[src/hdl/lfrs_pkg.sv]
// ----------------------------------------------------------------------------
// lfrs_pkg
// Shared types and constants for the lowest-free-room scheduler: word
// formats, room table sizes, time limits and the controller/datapath link.
// ----------------------------------------------------------------------------
package lfrs_pkg;

  // Room table size and internal time width
  localparam int N_ROOMS   = 16;
  localparam int TIME_BITS = 32;

  // Field widths
  localparam int TIME_W  = 32;
  localparam int ROOM_W  = 7;
  localparam int COUNT_W = 20;
  localparam int CFG_W   = 8;
  localparam int IDX_W   = (N_ROOMS > 1) ? $clog2(N_ROOMS) : 1;

  // APB register map
  localparam int APB_ADDR_W = 3;
  localparam int APB_DATA_W = 32;
  localparam logic REG_ROOMS_IN_USE = 1'b0;
  localparam logic [CFG_W-1:0] ROOMS_RESET = CFG_W'(16);

  // Saturation limits
  localparam logic [TIME_W-1:0] TIME_LIMIT =
    (TIME_BITS >= TIME_W) ? {TIME_W{1'b1}} : TIME_W'((64'd1 << TIME_BITS) - 64'd1);
  localparam logic [COUNT_W-1:0] COUNT_MAX = {COUNT_W{1'b1}};

  // Input command codes
  localparam logic CMD_SCHEDULE = 1'b0;
  localparam logic CMD_CLEAR    = 1'b1;

  // Job word
  typedef struct packed {
    logic              command;
    logic [TIME_W-1:0] start_time;
    logic [TIME_W-1:0] finish_time;
  } job_t;

  // Result word
  typedef struct packed {
    logic [ROOM_W-1:0]  room;
    logic               delayed;
    logic [TIME_W-1:0]  actual_start;
    logic [TIME_W-1:0]  actual_end;
    logic [ROOM_W-1:0]  best_room;
    logic [COUNT_W-1:0] best_count;
    logic               overflow;
  } result_t;

  // Controller to datapath commands
  typedef struct packed {
    logic load;
    logic scan;
    logic sum;
    logic commit;
  } ctrl_cmd_t;

  // Datapath to controller status
  typedef struct packed {
    logic is_clear;
    logic scan_last;
    logic out_free;
  } ctrl_sts_t;

endpackage

[src/hdl/lowest_free_room_scheduler.sv]
// ----------------------------------------------------------------------------
// lowest_free_room_scheduler
// Places each job in the lowest-numbered free room, or delays it to the room
// that frees up first, and reports the running most-booked room.
// ----------------------------------------------------------------------------
// Each schedule word is taken in the accept step, then the scan reads one room
// of the busy-until table per cycle up to the clamped room count used, then the
// sum step forms the delayed end time and the commit step does the table
// write-back and the result load. A clear word skips the scan but still passes
// through the sum and commit steps.
// The next word is accepted as soon as the previous result has been loaded
// into the output register, even if it is still stalled; its own result then
// waits in the write-back step until the output register is free.
// rooms_in_use is clamped to the room table size, and zero counts as one.
module lowest_free_room_scheduler
  import lfrs_pkg::*;
(
  input  logic                  clk,
  input  logic                  rst,
  // job channel
  input  logic                  job_valid,
  output logic                  job_stall,
  input  job_t                  job,
  // result channel
  output logic                  result_valid,
  input  logic                  result_stall,
  output result_t               result,
  // APB configuration port
  input  logic                  psel,
  input  logic                  penable,
  input  logic                  pwrite,
  input  logic [APB_ADDR_W-1:0] paddr,
  input  logic [APB_DATA_W-1:0] pwdata,
  output logic [APB_DATA_W-1:0] prdata,
  output logic                  pready
);

  logic [CFG_W-1:0] rooms_in_use;
  logic [CFG_W-1:0] used;
  logic [IDX_W-1:0] used_m1;
  logic             reg_sel;

  // register decode
  assign reg_sel = paddr[2];
  assign pready  = 1'b1;

  always_ff @(posedge clk) begin
    if (rst) begin
      rooms_in_use <= ROOMS_RESET;
    end else if (psel && penable && pwrite && (reg_sel == REG_ROOMS_IN_USE)) begin
      rooms_in_use <= pwdata[CFG_W-1:0];
    end
  end

  assign prdata = (reg_sel == REG_ROOMS_IN_USE) ?
                  {{(APB_DATA_W-CFG_W){1'b0}}, rooms_in_use} : '0;

  // clamp the room count to the table
  always_comb begin
    if (rooms_in_use > CFG_W'(N_ROOMS)) begin
      used = CFG_W'(N_ROOMS);
    end else if (rooms_in_use == '0) begin
      used = CFG_W'(1);
    end else begin
      used = rooms_in_use;
    end
    used_m1 = IDX_W'(used - CFG_W'(1));
  end

  ctrl_cmd_t cmd;
  ctrl_sts_t sts;

  lfrs_ctrl u_ctrl (
    .clk       (clk),
    .rst       (rst),
    .job_valid (job_valid),
    .job_stall (job_stall),
    .sts       (sts),
    .cmd       (cmd)
  );

  lfrs_dp u_dp (
    .clk          (clk),
    .rst          (rst),
    .cmd          (cmd),
    .sts          (sts),
    .job          (job),
    .used_m1      (used_m1),
    .result       (result),
    .result_valid (result_valid),
    .result_stall (result_stall)
  );

endmodule

[src/hdl/lfrs_ctrl.sv]
// ----------------------------------------------------------------------------
// lfrs_ctrl
// Sequencer: accepts a job word, steps the room scan, then the time sum and
// the table write-back with the result register load.
// ----------------------------------------------------------------------------
module lfrs_ctrl
  import lfrs_pkg::*;
(
  input  logic      clk,
  input  logic      rst,
  input  logic      job_valid,
  output logic      job_stall,
  input  ctrl_sts_t sts,
  output ctrl_cmd_t cmd
);

  localparam logic [1:0] ST_IDLE   = 2'd0;
  localparam logic [1:0] ST_SCAN   = 2'd1;
  localparam logic [1:0] ST_SUM    = 2'd2;
  localparam logic [1:0] ST_COMMIT = 2'd3;

  logic [1:0] state;
  logic [1:0] state_next;

  // next state and commands
  always_comb begin
    state_next = state;
    cmd        = '0;
    unique case (state)
      ST_IDLE: begin
        if (job_valid) begin
          cmd.load   = 1'b1;
          state_next = ST_SCAN;
        end
      end
      ST_SCAN: begin
        cmd.scan = !sts.is_clear;
        if (sts.is_clear || sts.scan_last) begin
          state_next = ST_SUM;
        end
      end
      ST_SUM: begin
        cmd.sum    = 1'b1;
        state_next = ST_COMMIT;
      end
      ST_COMMIT: begin
        // wait here while the previous result is still held
        if (sts.out_free) begin
          cmd.commit = 1'b1;
          state_next = ST_IDLE;
        end
      end
      default: state_next = ST_IDLE;
    endcase
  end

  assign job_stall = (state != ST_IDLE);

  always_ff @(posedge clk) begin
    if (rst) begin
      state <= ST_IDLE;
    end else begin
      state <= state_next;
    end
  end

endmodule

[src/hdl/lfrs_dp.sv]
// ----------------------------------------------------------------------------
// lfrs_dp
// Datapath: room table (busy-until, booking count), scan registers, time
// arithmetic, leader tracking and the result register.
// ----------------------------------------------------------------------------
module lfrs_dp
  import lfrs_pkg::*;
(
  input  logic             clk,
  input  logic             rst,
  input  ctrl_cmd_t        cmd,
  output ctrl_sts_t        sts,
  input  job_t             job,
  input  logic [IDX_W-1:0] used_m1,
  output result_t          result,
  output logic             result_valid,
  input  logic             result_stall
);

  // room table; an entry without its valid bit reads as zero
  logic [N_ROOMS-1:0] room_valid;
  logic [TIME_W-1:0]  busy_until [N_ROOMS];
  logic [COUNT_W-1:0] booking_count [N_ROOMS];

  // latched job
  logic              clear_r;
  logic [TIME_W-1:0] start_r;
  logic [TIME_W-1:0] dur_r;
  logic              ovf_r;

  // scan state
  logic [IDX_W-1:0]  idx;
  logic              found;
  logic [IDX_W-1:0]  free_idx;
  logic [IDX_W-1:0]  min_idx;
  logic [TIME_W-1:0] min_busy;

  // sum results
  logic [IDX_W-1:0]  pick;
  logic              late;
  logic [TIME_W-1:0] a_start;
  logic [TIME_W-1:0] a_end;

  // leader
  logic [ROOM_W-1:0]  leader_room;
  logic [COUNT_W-1:0] leader_count;

  // input clamp and duration
  logic [TIME_W-1:0] st_c;
  logic [TIME_W-1:0] en_c;
  logic              in_ovf;

  always_comb begin
    st_c   = (job.start_time > TIME_LIMIT) ? TIME_LIMIT : job.start_time;
    en_c   = (job.finish_time > TIME_LIMIT) ? TIME_LIMIT : job.finish_time;
    in_ovf = (job.start_time > TIME_LIMIT) || (job.finish_time > TIME_LIMIT);
  end

  // scan read, one room per cycle
  logic [TIME_W-1:0] scan_busy;
  assign scan_busy = room_valid[idx] ? busy_until[idx] : '0;

  // time sum
  logic [IDX_W-1:0]  sel_idx;
  logic [TIME_W-1:0] sel_start;
  logic [TIME_W-1:0] headroom;
  logic              time_sat;

  always_comb begin
    sel_idx   = found ? free_idx : min_idx;
    sel_start = found ? start_r : min_busy;
    headroom  = TIME_LIMIT - sel_start;
    time_sat  = (dur_r > headroom);
  end

  // count update and leader check
  logic [COUNT_W-1:0] cnt_old;
  logic               cnt_sat;
  logic [COUNT_W-1:0] cnt_new;
  logic [ROOM_W-1:0]  pick_room;
  logic               take_lead;
  logic [ROOM_W-1:0]  leader_room_next;
  logic [COUNT_W-1:0] leader_count_next;

  always_comb begin
    cnt_old   = room_valid[pick] ? booking_count[pick] : '0;
    cnt_sat   = (cnt_old >= COUNT_MAX);
    cnt_new   = cnt_sat ? COUNT_MAX : cnt_old + COUNT_W'(1);
    pick_room = ROOM_W'(pick);
    take_lead = (cnt_new > leader_count) ||
                ((cnt_new == leader_count) && (pick_room < leader_room));
    leader_room_next  = take_lead ? pick_room : leader_room;
    leader_count_next = take_lead ? cnt_new : leader_count;
  end

  // status to controller
  assign sts.is_clear  = clear_r;
  assign sts.scan_last = (idx == used_m1);
  assign sts.out_free  = !result_valid || !result_stall;

  // control registers
  always_ff @(posedge clk) begin
    if (rst) begin
      room_valid   <= '0;
      leader_room  <= '0;
      leader_count <= '0;
      result_valid <= 1'b0;
    end else begin
      if (cmd.commit) begin
        result_valid <= 1'b1;
      end else if (result_valid && !result_stall) begin
        result_valid <= 1'b0;
      end
      if (cmd.commit) begin
        if (clear_r) begin
          room_valid   <= '0;
          leader_room  <= '0;
          leader_count <= '0;
        end else begin
          room_valid[pick] <= 1'b1;
          leader_room      <= leader_room_next;
          leader_count     <= leader_count_next;
        end
      end
    end
  end

  // payload registers
  always_ff @(posedge clk) begin
    if (cmd.load) begin
      clear_r <= (job.command == CMD_CLEAR);
      start_r <= st_c;
      dur_r   <= (en_c > st_c) ? en_c - st_c : '0;
      ovf_r   <= in_ovf;
      idx     <= '0;
      found   <= 1'b0;
    end
    if (cmd.scan) begin
      if (!found && (scan_busy <= start_r)) begin
        found    <= 1'b1;
        free_idx <= idx;
      end
      if ((idx == '0) || (scan_busy < min_busy)) begin
        min_busy <= scan_busy;
        min_idx  <= idx;
      end
      idx <= idx + IDX_W'(1);
    end
    if (cmd.sum) begin
      pick    <= sel_idx;
      late    <= !found;
      a_start <= sel_start;
      a_end   <= time_sat ? TIME_LIMIT : sel_start + dur_r;
      if (time_sat) begin
        ovf_r <= 1'b1;
      end
    end
    if (cmd.commit) begin
      if (clear_r) begin
        result <= '0;
      end else begin
        busy_until[pick]    <= a_end;
        booking_count[pick] <= cnt_new;
        result.room         <= pick_room;
        result.delayed      <= late;
        result.actual_start <= a_start;
        result.actual_end   <= a_end;
        result.best_room    <= leader_room_next;
        result.best_count   <= leader_count_next;
        result.overflow     <= ovf_r || cnt_sat;
      end
    end
  end

endmodule
[config.mk]
export PLATFORM = sky130hd
export DESIGN_NAME = lowest_free_room_scheduler
export DESIGN_NICKNAME = d
export VERILOG_FILES = /design/src/hdl/lfrs_pkg.sv /design/src/hdl/lowest_free_room_scheduler.sv /design/src/hdl/lfrs_ctrl.sv /design/src/hdl/lfrs_dp.sv
export SDC_FILE = /design/constraint.sdc
export NUM_CORES = 1
export LEC_CHECK = 0
export ABC_AREA = 0
export BUFFER_PORTS_ARGS = -buffer_cell sky130_fd_sc_hd__buf_4
export CORE_ASPECT_RATIO = 0.5
export CORE_MARGIN = 2
export CORE_UTILIZATION = 45
export CTS_BUF_LIST = sky130_fd_sc_hd__clkbuf_4
export CTS_CLUSTER_DIAMETER = 120
export DETAILED_ROUTE_END_ITERATION = 7
export PLACE_DENSITY = 0.64
export SYNTH_ARGS = -nofsm -noshare
export SYNTH_HDL_FRONTEND = slang
export SYNTH_SLANG_ARGS = --single-unit
export TNS_END_PERCENT = 10
[constraint.sdc]
create_clock -name clk -period 7.7 [get_ports clk]
set_input_delay 1.54 -clock clk [delete_from_list [all_inputs] [get_ports clk]]
set_output_delay 1.54 -clock clk [all_outputs]
set_load 0.05 [all_outputs]
== Word level (Yosys, flattened, before mapping) ==
Memory sizes are Yosys's and may differ from the RTL's. A register that Yosys moved wholly into a read port is not among the register bits.
Cells that the tools add are included.

* Register bits: 334
* RAM bits: 832
* Bits of input ports: 107
* Memories kept: 2

{| class="wikitable"
|+ Memory list
! name !! words !! bits a word !! read ports !! clocked after memory_dff !! write ports !! RTL line !! source
|-
| u_dp.busy_until || 16 || 32 || 1 || 1 || 1 || lfrs_dp.sv:22 || <nowiki>logic [TIME_W-1:0] busy_until [N_ROOMS];</nowiki>
|-
| u_dp.booking_count || 16 || 20 || 1 || 1 || 1 || lfrs_dp.sv:23 || <nowiki>logic [COUNT_W-1:0] booking_count [N_ROOMS];</nowiki>
|}

* $add $sub $neg: 6
* Order comparisons: 13
* Equal/unequal tests: 8
* Mux-type cells: 46
* Bitwise logic cells: 2
* Reductions and logical operators: 26

{| class="wikitable"
|+ Operator list
! kind !! count
|-
| 32-bit 2-to-1 mux || 4
|-
| 20-bit 2-to-1 mux || 4
|-
| 32-bit > comparator || 2
|-
| 32-bit > comparator (second input constant) || 2
|-
| 32-bit adder || 1
|-
| 32-bit <= comparator || 1
|-
| 32-bit less-than comparator || 1
|-
| 32-bit subtractor || 1
|-
| 32-bit subtractor (first input constant) || 1
|-
| 4-bit 2-to-1 mux || 7
|-
| 20-bit by 1-bit adder with 20-bit output (second input constant) || 1
|-
| 20-bit == test || 1
|-
| 20-bit greater-or-equal comparator (second input constant) || 1
|-
| 20-bit > comparator || 1
|-
| 1-bit 2-to-1 mux || 20
|-
| 16-bit 2-to-1 mux || 1
|-
| 16-bit OR || 1
|-
| 7-bit 2-to-1 mux || 2
|-
| 4-bit by 5-bit less-than comparator with 1-bit output (second input constant) || 2
|-
| 1-bit binary-select mux with 4-bit select || 2
|-
| 8-bit by 5-bit > comparator with 1-bit output (second input constant) || 1
|-
| 8-bit zero test || 1
|-
| 8-bit 2-to-1 mux || 1
|-
| 2-bit one-hot mux with 4 select lines || 1
|-
| 20 further kinds || 41
|}

== Logic depth before layout (Yosys ltp) ==
Gate-level depths: netlist of the first run.

* Word-level depth: 10
* Depth in mapped cells: 26
* Depth with buffers taken out: 20

== Cells and area by module ==
From an unflattened synthesis of the first run, not the netlist that was laid out.

* Cell total of the unflattened synthesis: 3032
* Area total of the unflattened synthesis: 50393.3 µm²

{| class="wikitable"
|+ By module, submodules not included
! module !! times used !! cells each !! area each (µm²) !! seq. area each (µm²)
|-
| lfrs_dp || 1 || 2927 || 49543.8 || 34322.9
|-
| lowest_free_room_scheduler || 1 || 81 || 636.9 || 160.2
|-
| lfrs_ctrl || 1 || 24 || 212.7 || 40.0
|}

== Least setup slack after synthesis of the first run ==
No wires, ideal clock.

* Path kind: input-to-reg
* Start: input result_stall
* End: memory u_dp.booking_count[3][0], enable pin
* Setup time: 528 ps
* Arrival: 7168 ps
* Data required time: 7172 ps
* Setup slack: 4 ps
* Stages on the path: 5
* Path buffers: 0
* Path through: nand2_1 -> nand2_1 -> clkinv_1 -> nand3_1 -> nor3_1

{| class="wikitable"
|+ RTL lines
! what !! RTL line !! source
|-
| start, declared || lowest_free_room_scheduler.sv:26 || <nowiki>input logic result_stall,</nowiki>
|-
| end, declared || lfrs_dp.sv:23 ||
|}

==> results of run 1 <==
## through the flow
stage          utilization (%)  cells
6_report                  51.6   5131
5_1_grt                   51.6   5131
4_1_cts                   51.6   5127
3_5_place_dp              48.6   4679
3_3_place_gp              48.6   4679
2_1_floorplan                -   3075
## worst paths after layout
kind | end | slack, ns | cells after the start
hold reg to reg | u_dp.leader_room[3] | 0.47 | 2
setup reg to reg | u_dp.result[4] | 1.38 | 18
hold / removal | u_dp.leader_room[3] | 0.47 | 2
setup / recovery | u_dp.result[4] | 1.38 | 18
## report_power, final
| group | switching (mW) | internal (mW) |
|---|---|---|
| registers | 0.649 | 7.87 |
| logic | 3.17 | 2.03 |
| clock network | 2.41 | 2.56 |
## final cells by class
cell class                 count  area [µm²]
timing repair buffer         253        1950
tap                         1496        1870
sequential                  1171       34500
clock inverter                30         194
clock buffer                 418        3140
multi-input combinational   1594       14900
fill                        9167       53600
inverter                     165         622
antenna                        4        10.0
## routing by layer
layer,vias up,share of wire (%),wire (µm)
li1,12856,-,-
met1,14604,43,53100
met2,1177,46,57100
met3,191,9.0,11100
met4,2,2.1,2640
met5,-,0.0064,8
## registers in the layout, summed over array words and instances, names as in the netlist, 20 cells and up, named ones only
signal	cells
u_dp.busy_until	512
u_dp.booking_count	320
u_dp.result	97
u_dp.a_end	32
u_dp.a_start	32
u_dp.dur_r	32
u_dp.min_busy	32
u_dp.start_r	32
u_dp.leader_count	20
## worst max-delay path, stage by stage (launching register included)
cell and delay, ns:
dfxtp_4 1.00, buf_4 0.46, mux4_2 0.29, a22oi_1 0.11
nand2_1 0.28, nand4_2 0.25, nor4_4 0.56, a21oi_1 0.12
a21oi_1 0.30, inv_1 0.34, ha_1 0.41, nand4_1 0.11
nor4_1 0.31, nand4_1 0.18, o21a_1 0.22, a22oi_2 0.21
buf_4 0.40, nor2_1 0.07, a311oi_1 0.37
## layout by cell type (no fill, tap or decap), types with 32 or more instances in the layout
master / instances
a21o_1: 57
a21oi_1: 114
and2_1: 46
buf_4: 249
clkbuf_4: 418
dfxtp_1: 56
edfxtp_1: 1107
ha_1: 159
inv_1: 162
mux4_1: 37
mux4_2: 215
nand2_1: 169
nor2_1: 122
nor2b_1: 106
nor3_1: 32
o21a_1: 34
o21ai_0: 90
## cells by family (layout without fill, tap and decap cells)
kind of cell             count (synthesis)  after routing  synth area share [%]
AO/OA/AOI/OAI                          446            446                  5.70
XOR/XNOR                                59             59                  1.02
adder cells (fa/ha/maj)                162            162                  4.04
buffers and inverters                  310            866                  2.79
flip-flops                            1171           1171                  68.2
multiplexers                           272            272                  11.9
other                                    2             32                0.0148
AND/OR/NAND/NOR                        627            627                  6.33
==> metrics, run 1 <==
grt met2 use=32.5%; #FFs+latches synth=1171; vias per cell=5.62; dpl hpwl=74800 µm; top cell type's share of synthesized area=65.7%; met3 global-route usage=5.64%; Clock Root Buffer=clkbuf_4; final net count=3739; all-layer global routing usage=21.4%; EDFF count, synth=1107; pwr/cell area=327 nW/µm²; DR vias=28830; worst-skew pair later-pin latency=1.20 ns; Die X=478 µm; CP endpoint kind=register; CTS tree=yes; most frequent cell after synthesis=edfxtp_1; final setup TNS=0 ns; worst-margin pin slew=1.20 ns; Lkg Pwr=19.7 nW; met1 Use GR=30.0%; syn avg cell area=16.6 µm²; crit path DAT=7.25 ns; Max Cap Violations=0; synthesis-to-finish area growth=13.1%; most common library cells after synthesis=1107 x edfxtp_1, 215 x mux4_2, 169 x nand2_1; Worst Setup Start Kind=register; CTS Buffer Depth=4; placer congestion estimate=0.870; Post-DP Area=53900 µm²; total CTS buffers=285; vias in the first global route=28496; Synth warnings=0; Worst EP required=8.63 ns; hold crit path type=register to register; period utilization=82.1%; largest cells by area after synthesis=edfxtp_1 66%, mux4_2 9.6%, ha_1 4.0%, dfxtp_1 2.5%, mux4_1 1.9%; die height=241 µm; CTS H-tree depth=5; Netlist Area Pre-Place=50600 µm²; CP max FO=51; Place WS=1.37 ns; normalized max-slew margin=20.0%; global-route wire length before repair=181000 µm; asr flop ratio synth=0%; GR peak layer=met2; pin count of the biggest net entering global routing=81; number of gates resized after CTS=0; total grt overflow=0; Final Hold Vio Count=0; Fmax achieved=0.158 GHz; DRT Pass-1 Iters=7; wire per inst=24.2 µm; Worst-path clk slew=0.07 ns; # clock sinks=1171; fin crit period=6.32 ns; Top Ports=242; Slew Viols, Final=0; Design Area, Final=57200 µm²; setup bufs post-CTS=0; skew final=0.0942 ns; total power=18.7 mW; die area=115000 µm²; CTS Hold Bufs=0; Crit Path Class=register to register; ANT nets after route=0; initial antenna violation count=9; status=completed; Synth Instances=3049; # rows=86; Seq/Total Area, Yosys=68.2%; fraction of layout cells with a size suffix above 1=26.4%; unrepaired setup endpoints after global routing=no; Netlist cell types=85; final wirelength=124000 µm; ys flop type=edfxtp_1; initial DRC count=3024; Fin Hold WS=0.473 ns; Core Area=111000 µm²; VDD IR-drop max=0.207 mV; largest area contributor in the netlist=edfxtp_1; final worst slack=1.38 ns; final setup fails=0; hold path start=u_dp.leader_room[3]; number of remaining DRC errors=0; Initial Utilization=45.7%; input/output buffers=187
Power figures use the tool's default switching activity.
==> run 2: changes to the inputs <==
Settings changed: ABC_AREA 0 to 1.
Clock period 7.7 ns to 5.08 ns, I/O delays scaled along.
==> run 2 against run 1 <==
  * Final cell count is 35% higher
  * Fmax rose by 30%
  * Final area up 5.1%
  * Via count is 30% higher
  * Power increased by 74%
  * Sequential share of layout area shrank 2.9 points
  * Critical path type unchanged
==> metrics, run 2 <==
final wirelength=143000 µm (was 124000 µm); Worst path slowest cell=edfxtp_1 (was dfxtp_4); final setup TNS=0 ns (unchanged); largest cells by area after synthesis=edfxtp_1 64%, nor2_1 4.9%, o21ai_0 4.7%, nand2_1 4.6%, ha_1 3.8% (was edfxtp_1 66%, mux4_2 9.6%, ha_1 4.0%, dfxtp_1 2.5%, mux4_1 1.9%); ys flop type=edfxtp_1 (unchanged); most common library cells after synthesis=1107 x edfxtp_1, 685 x nor2_1, 648 x nand2_1 (was 1107 x edfxtp_1, 215 x mux4_2, 169 x nand2_1); worst-margin pin slew=1.20 ns (about the same); Crit path top cell by count=nand2_1; total grt overflow=0 (unchanged); Largest Register=u_dp.busy_until (unchanged); CTS H-tree depth=5 (unchanged); post-synthesis mux area share=0% (was 11.9%); Worst-path clk slew=0.07 ns (about the same); DRT Pass-1 Iters=5 (was 7); number of remaining DRC errors=0 (unchanged); dpl hpwl=87800 µm (was 74800 µm); ANT nets after route=0 (unchanged); Synth Area in XOR/XNOR=0.619% (was 1.02%); CP Cell Sequence=buf_4 -> o21ai_0 -> nand2_1 -> nand3_1 -> nand3_1 -> nand2_1 -> buf_12 -> nand3_1 -> inv_1 -> ha_1 -> nand2_1 -> inv_1 -> nand4_1 -> a21oi_1 -> buf_4 -> o21ai_0 -> buf_4 -> nand3b_1 -> buf_4 -> nand2_1 -> nand2_1 -> nor2_1 (was buf_4 -> mux4_2 -> a22oi_1 -> nand2_1 -> nand4_2 -> nor4_4 -> a21oi_1 -> a21oi_1 -> inv_1 -> ha_1 -> nand4_1 -> nor4_1 -> nand4_1 -> o21a_1 -> a22oi_2 -> buf_4 -> nor2_1 -> a311oi_1); most frequent cells in the layout=1107 x edfxtp_1, 667 x nor2_1, 647 x nand2_1, 491 x o21ai_0, 459 x inv_1 (was 1107 x edfxtp_1, 418 x clkbuf_4, 249 x buf_4, 215 x mux4_2, 169 x nand2_1); Synth warnings=0 (unchanged); worst-skew pair later-pin latency=1.20 ns (about the same); largest area contributor in the netlist=edfxtp_1 (unchanged); fin crit period=4.86 ns (was 6.32 ns); global-route wire length before repair=213000 µm (was 181000 µm); initial DRC count=3403 (was 3024); Fmax achieved=0.206 GHz (was 0.158 GHz); most frequent cell after synthesis=edfxtp_1 (unchanged); DR vias=37541 (was 28830); Slew Viols, Final=0 (unchanged); initial antenna violation count=6 (was 9); #FFs+latches synth=1171 (unchanged); # rows=88 (was 86); Worst Setup Start Kind=register (unchanged); wire per inst=20.6 µm (was 24.2 µm); Worst EP required=5.92 ns (was 8.63 ns); unrepaired setup endpoints after global routing=no (unchanged); die height=245 µm (was 241 µm); Synth Instances=4752 (was 3049); all-layer global routing usage=23.5% (was 21.4%); Post-DP Area=56200 µm² (was 53900 µm²); Final Hold Vio Count=0 (unchanged); Max Cap Violations=0 (unchanged); syn avg cell area=11.0 µm² (was 16.6 µm²); max FFs per register=512 (unchanged); CTS Buffer Depth=4 (unchanged); Post-Synth Simple-Gate Area=13.2% (was 6.33%); Synth Area in Adders=3.90% (was 4.04%); Critical Path Max Stage Delay=0.52 ns (was 1.00 ns); CP endpoint kind=register (unchanged); vias in the first global route=36283 (was 28496); final net count=5474 (was 3739); Top Registers=u_dp.busy_until: 512 flops, u_dp.booking_count: 320 flops, u_dp.result: 97 flops (unchanged); CP max FO=32 (was 51); hold crit path type=input pin to register (was register to register); Clock Root Buffer=clkbuf_4 (unchanged); placer congestion estimate=0.894 (was 0.870); total CTS buffers=289 (was 285); skew final=0.0944 ns (was 0.0942 ns); Netlist Area Pre-Place=52300 µm² (was 50600 µm²); vias per cell=5.42 (was 5.62); period utilization=95.6% (was 82.1%); Core Area=115000 µm² (was 111000 µm²); # clock sinks=1171 (unchanged); normalized max-slew margin=19.6% (was 20.0%); Die X=486 µm (was 478 µm); post-synthesis compound-gate area fraction=10.4% (was 5.70%); VDD IR-drop max=0.377 mV (was 0.207 mV); Netlist cell types=53 (was 85); main combinational cell family by area after synthesis=simple AND/OR/NAND/NOR gates (was multiplexers); Seq/Total Area, Yosys=65.9% (was 68.2%); EDFF count, synth=1107 (unchanged); Crit Path Class=register to register (unchanged); crit path DAT=5.69 ns (was 7.25 ns); Top Ports=242 (unchanged); Design Area, Final=60100 µm² (was 57200 µm²); fraction of layout cells with a size suffix above 1=16.3% (was 26.4%); asr flop ratio synth=0% (unchanged); final setup fails=0 (unchanged); pin count of the biggest net entering global routing=123 (was 81); top cell type's share of synthesized area=63.5% (was 65.7%); CTS tree=yes (unchanged); pwr/cell area=540 nW/µm² (was 327 nW/µm²); Initial Utilization=45.4% (was 45.7%); input/output buffers=187 (unchanged); commonest non-fill, non-tap cell in the layout=edfxtp_1 (unchanged); die area=119000 µm² (was 115000 µm²); synthesis-to-finish area growth=14.9% (was 13.1%); Lkg Pwr=23.8 nW (was 19.7 nW); status=completed (unchanged)
[run 2: cell count changes after synthesis, moves of 45 or more]
cell / change
a21o_1: -52
nand2_1: +479
o22ai_1: +57
nor2b_1: -106
o211ai_1: +51
mux4_2: -215
and2_1: -45
a21oi_1: +89
clkbuf_1: +65
nand3_1: +221
nor2_1: +551
o221ai_1: +57
o21ai_0: +401
inv_1: +300
[run 2: cells by family after synthesis]
| group | after synthesis |
|---|---|
| AND/OR/NAND/NOR | 1686 |
| flip-flops | 1171 |
| AO/OA/AOI/OAI | 974 |
| buffers and inverters | 720 |
| adder cells (fa/ha/maj) | 162 |
| XOR/XNOR | 37 |
| other | 2 |
[run 2: critical path: cells and delay by family, from the launching register on]
kind                     cells  cell delay [ns]
buffers and inverters        7             1.33
flip-flops                   1             0.52
AND/OR/NAND/NOR             11             1.67
adder cells (fa/ha/maj)      1             0.26
AO/OA/AOI/OAI                3             0.68
[run 2: layer usage]
metal  global-route usage, %  routed length, µm
met5                       0                 35
met4                    8.06               3280
met3                    4.33              10900
met2                    37.6              66300
met1                    32.4              62100
[run 2: final cells by class]
cell class	count	area (µm²)
tap	1530	1910
sequential	1171	34500
timing repair buffer	380	3380
clock inverter	46	259
antenna	4	10.0
clock buffer	428	3210
inverter	476	1810
fill	10000	55100
multi-input combinational	2887	15000
[run 2: metrics by stage]
| step | power, mW | setup slack (ns) | std cells | hold WS, ns | util [%] |
|---|---|---|---|---|---|
| after floorplan | 20.4 | 0.143 | 4778 | 0.440 | - |
| after global placement | 24.5 | 0.257 | 6401 | 0.456 | 48.7 |
| after detailed placement | 24.8 | 0.282 | 6401 | 0.470 | 48.7 |
| after CTS | 32.5 | 0.227 | 6910 | 0.00816 | 52.1 |
| after global routing | 34.5 | 0.0230 | 6920 | 0.0783 | 52.2 |
| final | 32.5 | 0.222 | 6922 | 0.142 | 52.2 |
[run 2: timing repair]
item                                    in CTS  in global routing
hold endpoints to repair                    38                  0
buffers inserted                             0                  7
resized for setup                            0                 14
endpoints found under the setup margin       0                 54
hold buffers                                35                  0
[run 2: where the power goes]
part           switching, mW  internal (mW)
clock network           3.71           3.98
registers              0.757           12.0
logic                   8.24           3.77
total                   12.7           19.8
[run 2: worst paths after layout]
path,slack [ns],cells past startpoint,endpoint,start
setup / recovery,0.22,22,u_dp.free_idx[0],u_dp.idx[0]
hold / removal,0.14,3,rooms_in_use[7],pwdata[7]
setup reg to reg,0.22,22,u_dp.free_idx[0],u_dp.idx[0]
hold reg to reg,0.48,2,u_dp.result[70],u_dp.a_start[10]
